===== config.mk =====
export PLATFORM = sky130hd
export DESIGN_NAME = radix_digit_converter
export DESIGN_NICKNAME = d
export VERILOG_FILES = /design/src/sv/rdc_pkg.sv /design/src/sv/radix_digit_converter.sv /design/src/sv/rdc_ram.sv /design/src/sv/rdc_datapath.sv /design/src/sv/rdc_ctrl.sv
export SDC_FILE = /design/constraint.sdc
export NUM_CORES = 1
export LEC_CHECK = 0
export BUFFER_PORTS_ARGS = -buffer_cell sky130_fd_sc_hd__buf_2
export CAP_MARGIN = 20
export CORE_ASPECT_RATIO = 2
export CORE_MARGIN = 3
export CORE_UTILIZATION = 60
export DETAILED_ROUTE_END_ITERATION = 16
export PLACE_DENSITY = 0.79
export SETUP_SLACK_MARGIN = 0.3
export SYNTH_ARGS = -nofsm -noshare
export SYNTH_HDL_FRONTEND = slang
export SYNTH_HIERARCHICAL = 1
export SYNTH_SLANG_ARGS = --single-unit
export TNS_END_PERCENT = 50

===== constraint.sdc =====
create_clock -name aclk -period 6.4 [get_ports aclk]
set_input_delay 1.28 -clock aclk [delete_from_list [all_inputs] [get_ports aclk]]
set_output_delay 1.28 -clock aclk [all_outputs]
set_load 0.02 [all_outputs]

===== src/sv/rdc_pkg.sv =====
`timescale 1ns / 1ps
`default_nettype none
// ----------------------------------------------------------------------------
// rdc_pkg
// shared widths, command and status types and the digit glyph function of the
// radix digit converter
// ----------------------------------------------------------------------------
package rdc_pkg;

    localparam int VALUE_BITS    = 32;
    localparam int VALUE_W       = 32;
    localparam int RADIX_W       = 6;
    localparam int CHAR_W        = 7;
    localparam int COUNT_W       = 6;
    localparam int DIGIT_W       = 6;
    localparam int ADDR_W        = $clog2(VALUE_BITS);
    localparam int CNT_W         = $clog2(VALUE_BITS + 1);
    localparam int STEP_W        = $clog2(VALUE_BITS);
    localparam int S_TDATA_W     = 40;
    localparam int M_TDATA_W     = 16;

    localparam logic [RADIX_W-1:0] RADIX_MIN = RADIX_W'(2);
    localparam logic [RADIX_W-1:0] RADIX_MAX = RADIX_W'(36);

    localparam logic [CHAR_W-1:0] CHAR_ZERO   = CHAR_W'(48);
    localparam logic [CHAR_W-1:0] CHAR_LETTER = CHAR_W'(55);
    localparam logic [CHAR_W-1:0] CHAR_LAST   = CHAR_W'(90);

    // command from the controller to the datapath
    typedef struct packed {
        logic load;
        logic step;
        logic store;
        logic rd_start;
        logic rd_next;
    } rdc_cmd_t;

    // status from the datapath to the controller
    typedef struct packed {
        logic div_done;
        logic quot_zero;
        logic store_full;
        logic rd_last;
    } rdc_status_t;

    // digit to ascii, 0-9 then A-Z
    function automatic logic [CHAR_W-1:0] glyph(input logic [DIGIT_W-1:0] d);
        logic [CHAR_W-1:0] c;
        if (d < DIGIT_W'(10)) begin
            c = CHAR_ZERO + CHAR_W'(d);
        end else if (d < DIGIT_W'(36)) begin
            c = CHAR_LETTER + CHAR_W'(d);
        end else begin
            c = CHAR_LAST;
        end
        return c;
    endfunction

endpackage
`default_nettype wire


===== src/sv/radix_digit_converter.sv =====
`timescale 1ns / 1ps
`default_nettype none
// ----------------------------------------------------------------------------
// radix_digit_converter
// unsigned value to ascii digits in a radix from 2 to 36, most significant
// digit first
// ----------------------------------------------------------------------------
// usage:
//   s_ channel carries one value and a radix per transaction; radix below 2
//   is taken as 2 and above 36 as 36. m_ channel returns one transaction per
//   digit, most significant first, m_tlast on the least significant one.
//   every character carries the total digit count; zero gives a single '0'.
// timing:
//   each digit takes 32 steps of the bit-serial divider plus a store step.
//   after the last digit is stored, a read step fetches the first character,
//   then one character follows per cycle while m_tready holds.
//   worst case is radix 2 with the top bit set: 32 digits.
//   s_tready is high only while idle; the next value is taken the cycle after
//   the last character has been accepted.
// reset and stall:
//   aresetn (synchronous, active low) returns to idle with no output pending.
//   a stalled m_ channel holds the current character and pauses the readout.
// ----------------------------------------------------------------------------
module radix_digit_converter (
    input  wire logic                          aclk,
    input  wire logic                          aresetn,
    input  wire logic                          s_tvalid,
    output      logic                          s_tready,
    // value [31:0], radix [37:32], zero [39:38]
    input  wire logic [rdc_pkg::S_TDATA_W-1:0] s_tdata,
    output      logic                          m_tvalid,
    input  wire logic                          m_tready,
    // digit_char [6:0], digit_count [12:7], zero [15:13]
    output      logic [rdc_pkg::M_TDATA_W-1:0] m_tdata,
    output      logic                          m_tlast
);
    import rdc_pkg::*;

    rdc_cmd_t          cmd;
    rdc_status_t       st;
    logic [CHAR_W-1:0]  digit_char;
    logic [COUNT_W-1:0] digit_count;

    rdc_ctrl u_ctrl (
        .aclk     (aclk),
        .aresetn  (aresetn),
        .s_tvalid (s_tvalid),
        .s_tready (s_tready),
        .m_tvalid (m_tvalid),
        .m_tready (m_tready),
        .st       (st),
        .cmd      (cmd)
    );

    rdc_datapath u_datapath (
        .aclk        (aclk),
        .aresetn     (aresetn),
        .s_value     (s_tdata[VALUE_W-1:0]),
        .s_radix     (s_tdata[VALUE_W+RADIX_W-1:VALUE_W]),
        .cmd         (cmd),
        .st          (st),
        .digit_char  (digit_char),
        .digit_count (digit_count)
    );

    assign m_tdata = {{(M_TDATA_W - CHAR_W - COUNT_W){1'b0}}, digit_count, digit_char};
    assign m_tlast = st.rd_last;

endmodule
`default_nettype wire


===== src/sv/rdc_ram.sv =====
`timescale 1ns / 1ps
`default_nettype none
// ----------------------------------------------------------------------------
// rdc_ram
// generic single write port, single read port ram with registered read
// ----------------------------------------------------------------------------
module rdc_ram #(
    parameter int WIDTH = 8,
    parameter int DEPTH = 32
) (
    input  wire logic                     aclk,
    input  wire logic                     wr_en,
    input  wire logic [$clog2(DEPTH)-1:0] wr_addr,
    input  wire logic [WIDTH-1:0]         wr_data,
    input  wire logic                     rd_en,
    input  wire logic [$clog2(DEPTH)-1:0] rd_addr,
    output      logic [WIDTH-1:0]         rd_data
);

    logic [WIDTH-1:0] mem [DEPTH];

    always_ff @(posedge aclk) begin
        if (wr_en) begin
            mem[wr_addr] <= wr_data;
        end
        if (rd_en) begin
            rd_data <= mem[rd_addr];
        end
    end

endmodule
`default_nettype wire


===== src/sv/rdc_datapath.sv =====
`timescale 1ns / 1ps
`default_nettype none
// ----------------------------------------------------------------------------
// rdc_datapath
// bit-serial restoring divider by the radix, digit store and read-back
// ----------------------------------------------------------------------------
module rdc_datapath (
    input  wire logic                          aclk,
    input  wire logic                          aresetn,
    input  wire logic [rdc_pkg::VALUE_W-1:0]   s_value,
    input  wire logic [rdc_pkg::RADIX_W-1:0]   s_radix,
    input  wire rdc_pkg::rdc_cmd_t             cmd,
    output      rdc_pkg::rdc_status_t          st,
    output      logic [rdc_pkg::CHAR_W-1:0]    digit_char,
    output      logic [rdc_pkg::COUNT_W-1:0]   digit_count
);
    import rdc_pkg::*;

    logic [VALUE_BITS-1:0] quot_reg, quot_next;
    logic [DIGIT_W-1:0]    rem_reg, rem_next;
    logic [RADIX_W-1:0]    radix_reg, radix_next;
    logic [STEP_W-1:0]     step_reg, step_next;
    logic [CNT_W-1:0]      n_reg, n_next;
    logic [ADDR_W-1:0]     rd_idx_reg, rd_idx_next;

    logic [DIGIT_W:0]      trial;
    logic                  ge;
    logic [RADIX_W-1:0]    radix_clamped;
    logic [ADDR_W-1:0]     rd_addr;
    logic [DIGIT_W-1:0]    rd_data;

    always_comb begin
        if (s_radix < RADIX_MIN) begin
            radix_clamped = RADIX_MIN;
        end else if (s_radix > RADIX_MAX) begin
            radix_clamped = RADIX_MAX;
        end else begin
            radix_clamped = s_radix;
        end
    end

    // one quotient bit per step
    assign trial = {rem_reg, quot_reg[VALUE_BITS-1]};
    assign ge    = trial >= {1'b0, radix_reg};

    always_comb begin
        quot_next   = quot_reg;
        rem_next    = rem_reg;
        radix_next  = radix_reg;
        step_next   = step_reg;
        n_next      = n_reg;
        rd_idx_next = rd_idx_reg;
        rd_addr     = rd_idx_reg;
        if (cmd.load) begin
            quot_next  = s_value[VALUE_BITS-1:0];
            rem_next   = '0;
            radix_next = radix_clamped;
            step_next  = '0;
            n_next     = '0;
        end
        if (cmd.step) begin
            quot_next = {quot_reg[VALUE_BITS-2:0], ge};
            rem_next  = ge ? DIGIT_W'(trial - {1'b0, radix_reg}) : trial[DIGIT_W-1:0];
            step_next = step_reg + STEP_W'(1);
        end
        if (cmd.store) begin
            n_next    = n_reg + CNT_W'(1);
            rem_next  = '0;
            step_next = '0;
        end
        if (cmd.rd_start) begin
            rd_addr     = ADDR_W'(n_reg - CNT_W'(1));
            rd_idx_next = rd_addr;
        end
        if (cmd.rd_next) begin
            rd_addr     = rd_idx_reg - ADDR_W'(1);
            rd_idx_next = rd_addr;
        end
    end

    always_ff @(posedge aclk) begin
        if (!aresetn) begin
            quot_reg   <= '0;
            n_reg      <= '0;
            step_reg   <= '0;
            rd_idx_reg <= '0;
        end else begin
            quot_reg   <= quot_next;
            n_reg      <= n_next;
            step_reg   <= step_next;
            rd_idx_reg <= rd_idx_next;
        end
        rem_reg   <= rem_next;
        radix_reg <= radix_next;
    end

    rdc_ram #(
        .WIDTH (DIGIT_W),
        .DEPTH (VALUE_BITS)
    ) u_digit_store (
        .aclk    (aclk),
        .wr_en   (cmd.store),
        .wr_addr (n_reg[ADDR_W-1:0]),
        .wr_data (rem_reg),
        .rd_en   (cmd.rd_start | cmd.rd_next),
        .rd_addr (rd_addr),
        .rd_data (rd_data)
    );

    assign st.div_done   = step_reg == STEP_W'(VALUE_BITS - 1);
    assign st.quot_zero  = quot_reg == '0;
    assign st.store_full = n_reg == CNT_W'(VALUE_BITS - 1);
    assign st.rd_last    = rd_idx_reg == '0;

    assign digit_char  = glyph(rd_data);
    assign digit_count = COUNT_W'(n_reg);

endmodule
`default_nettype wire


===== src/sv/rdc_ctrl.sv =====
`timescale 1ns / 1ps
`default_nettype none
// ----------------------------------------------------------------------------
// rdc_ctrl
// sequencer: accept, divide digit by digit, store, then play digits back
// ----------------------------------------------------------------------------
module rdc_ctrl (
    input  wire logic                 aclk,
    input  wire logic                 aresetn,
    input  wire logic                 s_tvalid,
    output      logic                 s_tready,
    output      logic                 m_tvalid,
    input  wire logic                 m_tready,
    input  wire rdc_pkg::rdc_status_t st,
    output      rdc_pkg::rdc_cmd_t    cmd
);
    import rdc_pkg::*;

    localparam logic [2:0] ST_IDLE  = 3'd0;
    localparam logic [2:0] ST_DIV   = 3'd1;
    localparam logic [2:0] ST_STORE = 3'd2;
    localparam logic [2:0] ST_READ  = 3'd3;
    localparam logic [2:0] ST_SHOW  = 3'd4;

    logic [2:0] state_reg, state_next;

    always_comb begin
        state_next = state_reg;
        cmd        = '0;
        s_tready   = 1'b0;
        m_tvalid   = 1'b0;
        case (state_reg)
            ST_IDLE: begin
                s_tready = 1'b1;
                if (s_tvalid) begin
                    cmd.load   = 1'b1;
                    state_next = ST_DIV;
                end
            end
            ST_DIV: begin
                cmd.step = 1'b1;
                if (st.div_done) begin
                    state_next = ST_STORE;
                end
            end
            ST_STORE: begin
                cmd.store = 1'b1;
                // zero quotient or full store ends the conversion, a value of zero still gives one digit
                if (st.quot_zero || st.store_full) begin
                    state_next = ST_READ;
                end else begin
                    state_next = ST_DIV;
                end
            end
            ST_READ: begin
                cmd.rd_start = 1'b1;
                state_next   = ST_SHOW;
            end
            ST_SHOW: begin
                m_tvalid = 1'b1;
                if (m_tready) begin
                    if (st.rd_last) begin
                        state_next = ST_IDLE;
                    end else begin
                        cmd.rd_next = 1'b1;
                    end
                end
            end
            default: begin
                state_next = ST_IDLE;
            end
        endcase
    end

    always_ff @(posedge aclk) begin
        if (!aresetn) begin
            state_reg <= ST_IDLE;
        end else begin
            state_reg <= state_next;
        end
    end

endmodule
`default_nettype wire


==> Word level (Yosys, flattened, before mapping) <==
Memory sizes are Yosys's and may differ from the RTL's. A register that Yosys moved wholly into a read port is not among the register bits.
Index checks and enable logic that the tools add are counted.
{ "totals": {"reg_bits": 63, "ram_bits": 192, "in_bits": 44, "elab_cells": 73, "memories": 1} }
{ "classes": {"addsub": 7, "magnitude_cmp": 5, "eq_ne": 10, "muxes": 31, "bitwise": 2, "n_reduce_logical": 9} }
{ "mem_list": {"columns": ["memory", "words", "width", "rd", "rd_ports_with_merged_regs", "wr", "line_no", "rtl"], "rows": [
  ["u_datapath.u_digit_store.mem", 32, 6, 1, 1, 1, "rdc_ram.sv:20", "logic [WIDTH-1:0] mem [DEPTH];"]
]} }
{ "ops": {"columns": ["op", "n"], "rows": [
  ["32-bit two-way mux", 2],
  ["32-bit logical NOT", 1],
  ["6-bit two-way mux", 5],
  ["5-bit two-way mux", 4],
  ["3-bit case mux with 5 select lines", 1],
  ["6-bit by 6-bit adder with 7-bit output, first input constant", 2],
  ["7-bit two-way mux", 2],
  ["1-bit two-way mux", 12],
  ["3-bit two-way mux", 4],
  ["5-bit by 1-bit subtractor with 5-bit output, second input constant", 2],
  ["2-bit inequality test, second input constant", 4],
  ["7-bit by 6-bit >= comparator with 1-bit output", 1],
  ["6-bit by 1-bit adder with 6-bit output, second input constant", 1],
  ["3-bit by 2-bit == test with 1-bit output, second input constant", 2],
  ["6-bit by 5-bit == test with 1-bit output, second input constant", 1],
  ["6-bit > comparator, second input constant", 1],
  ["6-bit by 2-bit < comparator with 1-bit output, second input constant", 1],
  ["6-bit by 4-bit < comparator with 1-bit output, second input constant", 1],
  ["6-bit < comparator, second input constant", 1],
  ["6-bit subtractor", 1],
  ["5-bit by 1-bit adder with 5-bit output, second input constant", 1],
  ["5-bit == test, second input constant", 1],
  ["5-bit logical NOT", 1],
  ["4-bit AND reduction", 1],
  ["9 further kinds", 11]
]} }

==> Longest topological paths before layout <==
{ "logic_depth": {"depth_word": 5, "depth_mapped": 13} }

==> By module <==
Netlist, hierarchy kept.
{ "by_module_without_submodules": {"columns": ["mod", "n_inst", "cells_per_inst", "area_per_inst_um2"], "rows": [
  ["rdc_ram", 1, 323, 7649.8],
  ["rdc_datapath", 1, 424, 3559.7],
  ["rdc_ctrl", 1, 23, 191.4],
  ["radix_digit_converter", 1, 4, 26.3]
]} }

==> Least setup slack after synthesis <==
No wires, ideal clock.
{ "synth_timing": {"path_kind": "register to register", "from": "reg u_datapath.rd_idx_reg[0]", "to": "reg u_datapath.u_digit_store.rd_data[0], read port of u_datapath.u_digit_store.mem, data pin", "setup_time_ps": 260, "arrival_ps": 3970, "path_slack_ps": 2171, "path_stages_with_launch": 14, "synth_period_minus_slack_ps": 4229, "path_cell_list": "dfxtp_1 > inv_1 > ha_1 > nor4b_1 > and3b_1 > buf_2 > nor2_1 > inv_1 > o221ai_1 > buf_6 > buf_6 > mux4_2 > mux4_2 > mux2_2"} }
{ "synth_rtl": {"columns": ["item", "line_no", "rtl"], "rows": [
  ["start: declaration", "rdc_datapath.sv:24", "logic [ADDR_W-1:0] rd_idx_reg, rd_idx_next;"],
  ["start signal: assignment", "rdc_datapath.sv:91", "rd_idx_reg <= rd_idx_next;"],
  ["end: declaration", "rdc_ram.sv:17", "output logic [WIDTH-1:0] rd_data"]
]} }

==> run_results.csv <==
group,metric,value,unit
setup_path,cp-end-kind,"register",
pwr,pwr-share-clk,0.345,
route,wl_per_cell,21.8,um
sta,finalCriticalPeriod,4.72,ns
route,drt-initial-drc-count,347,
cells_and_area,area_growth,11.9,%
sta,fin_tns_setup,0,ns
grt,grt_use_met2,0.444,
run,drv_cap,0,
route,vias,6669,
clock_network,post_cts_buffers,0,
route,ant_nets,0,
floorplanning,core_area,18500,um2
sta,setup_slack,1.68,ns
floorplanning,die_y,201,um
min_path,hold_path.class,"register to register",
synth,yosysWarnings,6,
pwr,leakage,4.36,nW
min_path,hold_depth,2,
cells_and_area,multi_input_area,3940,um2
cells_and_area,largest_reg_flops,192,
pwr,p_seq_frac,0.529,
route,vias_per_cell,6.06,
setup_path,start_kind,"register",
pwr,power_frac_comb,0.127,
route,drc,0,
setup_path,cp.arrival,4.98,ns
synth,avgSynthCellArea,14.8,um2
sta,rsz0062_at_grt,"no",
grt,grt_use_met3,0.0244,
floorplanning,start_util,0.618,
clock_network,clockRootBuffer,"clkbuf_16",
pwr,switching_share,0.240,
synth,syn-instance-count,774,
pwr,powerDensity,306,nW/um2
sta,worstMarginPinSlew,0.932,ns
pwr,p_sw,0.939,mW
pwr,ir_worst_vdd,0.000282,V
clock_network,htreeDepth,1,
cells_and_area,nets,893,
sta,maxSlewViolCount,0,
route,wl,23900,um
sta,fmax,212,MHz
clock_network,insertion_delay,0.51,ns
clock_network,holdBufCountCts,0,
synth,ys_ff_latch,261,
setup_path,worstSetupPathType,"register to register",
clock_network,cts_tree,"done",
grt,grt_use_met1,0.256,
sta,fin_skew,0.00880,ns
setup_path,max_stage_delay,0.76,ns
outcome,status,"complete, no violations",
placed_design,place_ws,1.60,ns
synth,async_reset_ff_frac,0,
cells_and_area,insertedDiodeCount,0,
grt,grt_pass1_vias,7000,
synth,syn_area,11400,um2
setup_path,crit_chain,"inv_1 > ha_1 > nor4b_1 > and3b_1 > nor2_1 > inv_1 > o221ai_4 > buf_4 > mux4_2 > mux4_2 > mux2_2",
clock_network,cts_resized,0,
grt,grt_pass1_wl,38000,um
grt,grt_overflow,0,
floorplanning,io_pins,63,
grt,antenna_found_initial,0,
synth,ys_types,61,
cells_and_area,layout-drive-gt1-share,0.219,
grt,grt_max_degree,78,
placed_design,hpwl,16300,um
sta,relSlewSlack,0.379,
synth,synth-main-ff-cell,"edfxtp_1",
clock_network,cts_buffers,22,
floorplanning,die_area,20800,um2
floorplanning,num_rows,70,
grt,busiest_layer,"met2",
placed_design,portBuffers,57,
pwr,p_int,2.98,mW
cells_and_area,regArea,7270,um2
sta,hold_violations,0,
grt,gr-usage-all-layers,0.235,
clock_network,cts.sinks,261,
setup_path,cpMaxStageDelayCell,"buf_4",
cells_and_area,num-fill-cells,1218,
placed_design,place.gp.congestion,0.849,
clock_network,ctsLongestPathBuffers,3,
synth,synth_edf_count,204,
setup_path,r2r_cells,11,
synth,yosys.area.top_type,"edfxtp_1",
route,drt_pass1_iterations,5,
clock_network,clk_pin_slew,0.07,ns
synth,synth_area_leaders,"edfxtp_1 54%, mux4_2 12%, dfxtp_1 10%",
setup_path,path_max_fanout,48,
sta,final.period_utilization,0.737,
synth,synth_top_area_share,0.536,
synth,yosysSeqAreaShare,0.636,
sta,finalSetupViolCount,0,
floorplanning,die_w,104,um
setup_path,cp.required,6.66,ns
-- stage by stage --
step / instances / util / total power, mW / hold WS, ns / instance area, um2
2_1_floorplan: 776 / - / 2.38 / 0.479 / 11400
3_3_place_gp: 1054 / 0.646 / 2.50 / 0.491 / 11900
3_5_place_dp: 1054 / 0.646 / 2.55 / 0.533 / 11900
4_1_cts: 1094 / 0.686 / 3.89 / 0.542 / 12700
5_1_grt: 1100 / 0.692 / 4.05 / 0.595 / 12800
6_report: 1100 / 0.692 / 3.92 / 0.539 / 12800
-- metal layers --
layer  vias to the layer above  part of all wire  wire [um]
li1                       3047                 -          -
met3                        64             0.045       1080
met1                      3297              0.34       8100
met4                         0             0.053       1270
met5                         -                 0          0
met2                       261              0.56      13500
-- cell usage after synthesis (all sizes together) (2+ instances only) --
cell    number
mux4        60
nand3b       6
edfxtp     204
inv         19
a21o         3
and3         3
nand2       58
nor2b       10
nand3        6
nor3         9
or3b         3
buf         22
and2        40
nand4        2
xnor2        3
mux2i       41
nand2b       9
nor4         8
a211oi       2
and3b        5
o21bai       2
a31oi        2
o22ai        4
o31ai        4
and4b        2
ha          16
o21ai       56
a21oi       16
nor3b        8
xor2         4
dfxtp       57
a41oi        2
mux2         7
clkbuf      17
nor2        52
-- final timing paths --
check,slack (ns),from,to
hold reg to reg,0.54,u_datapath/step_reg[2]$_SDFFE_PP0P_,u_datapath/step_reg[2]$_SDFFE_PP0P_
setup reg to reg,1.68,u_datapath/rd_idx_reg[0]$_SDFF_PN0_,u_datapath/u_digit_store/rd_data[5]$_DFFE_PP_
setup / recovery,1.68,u_datapath/rd_idx_reg[0]$_SDFF_PN0_,u_datapath/u_digit_store/rd_data[5]$_DFFE_PP_
hold / removal,0.54,u_datapath/step_reg[2]$_SDFFE_PP0P_,u_datapath/step_reg[2]$_SDFFE_PP0P_
-- critical path: cells and delay by family (launching register included) --
family	cells	cell delay [ns]
DFF	1	0.33
muxes	3	1.46
adders and majority gates	1	0.25
buffers and inverters	3	1.09
AOI/OAI and AO/OA	1	0.22
and+or+nand+nor	3	1.09
-- placed cells by master (no fill, tap or decap), types with 9 or more instances in the layout --
cell and count:
nor2_1 51, mux4_2 60, buf_2 58, dfxtp_1 57, edfxtp_1 204, o21ai_0 48, nand2_1 58, inv_1 19
ha_1 16, a21oi_1 16, nand2b_1 9, clkbuf_16 23, mux2i_1 40, nor2b_1 9, and2_1 39
-- cell families (layout without fill, tap and decap cells) --
| logic type | Yosys count | in the layout | synth area share |
|---|---|---|---|
| flip-flops | 261 | 261 | 0.636 |
| AND/OR/NAND/NOR | 224 | 224 | 0.102 |
| multiplexers | 108 | 108 | 0.161 |
| AO/OA/AOI/OAI | 97 | 97 | 0.0507 |
| buffers and inverters | 58 | 130 | 0.0240 |
| adder cells (fa/ha/maj) | 18 | 18 | 0.0201 |
| XOR/XNOR | 7 | 7 | 0.00537 |
| other | 1 | 3 | 0.000328 |
-- area by class of cell --
type                       count  share of cell area
clock buffer                  31              0.0497
multi-input combinational    457               0.308
sequential                   261               0.568
timing repair buffer          71              0.0359
inverter                      19             0.00558
clock inverter                 9             0.00773
tap                          252              0.0247
-- power by group through the flow --
stage / combinational [mW] / sequential, mW / clock [mW]
2_1_floorplan: 0.243 / 2.14 / 0
3_3_place_gp: 0.346 / 2.15 / 0
3_5_place_dp: 0.384 / 2.17 / 0
4_1_cts: 0.384 / 2.13 / 1.37
5_1_grt: 0.547 / 2.07 / 1.43
6_report: 0.496 / 2.07 / 1.35
No activity file was read; power rests on OpenSTA's default activity.
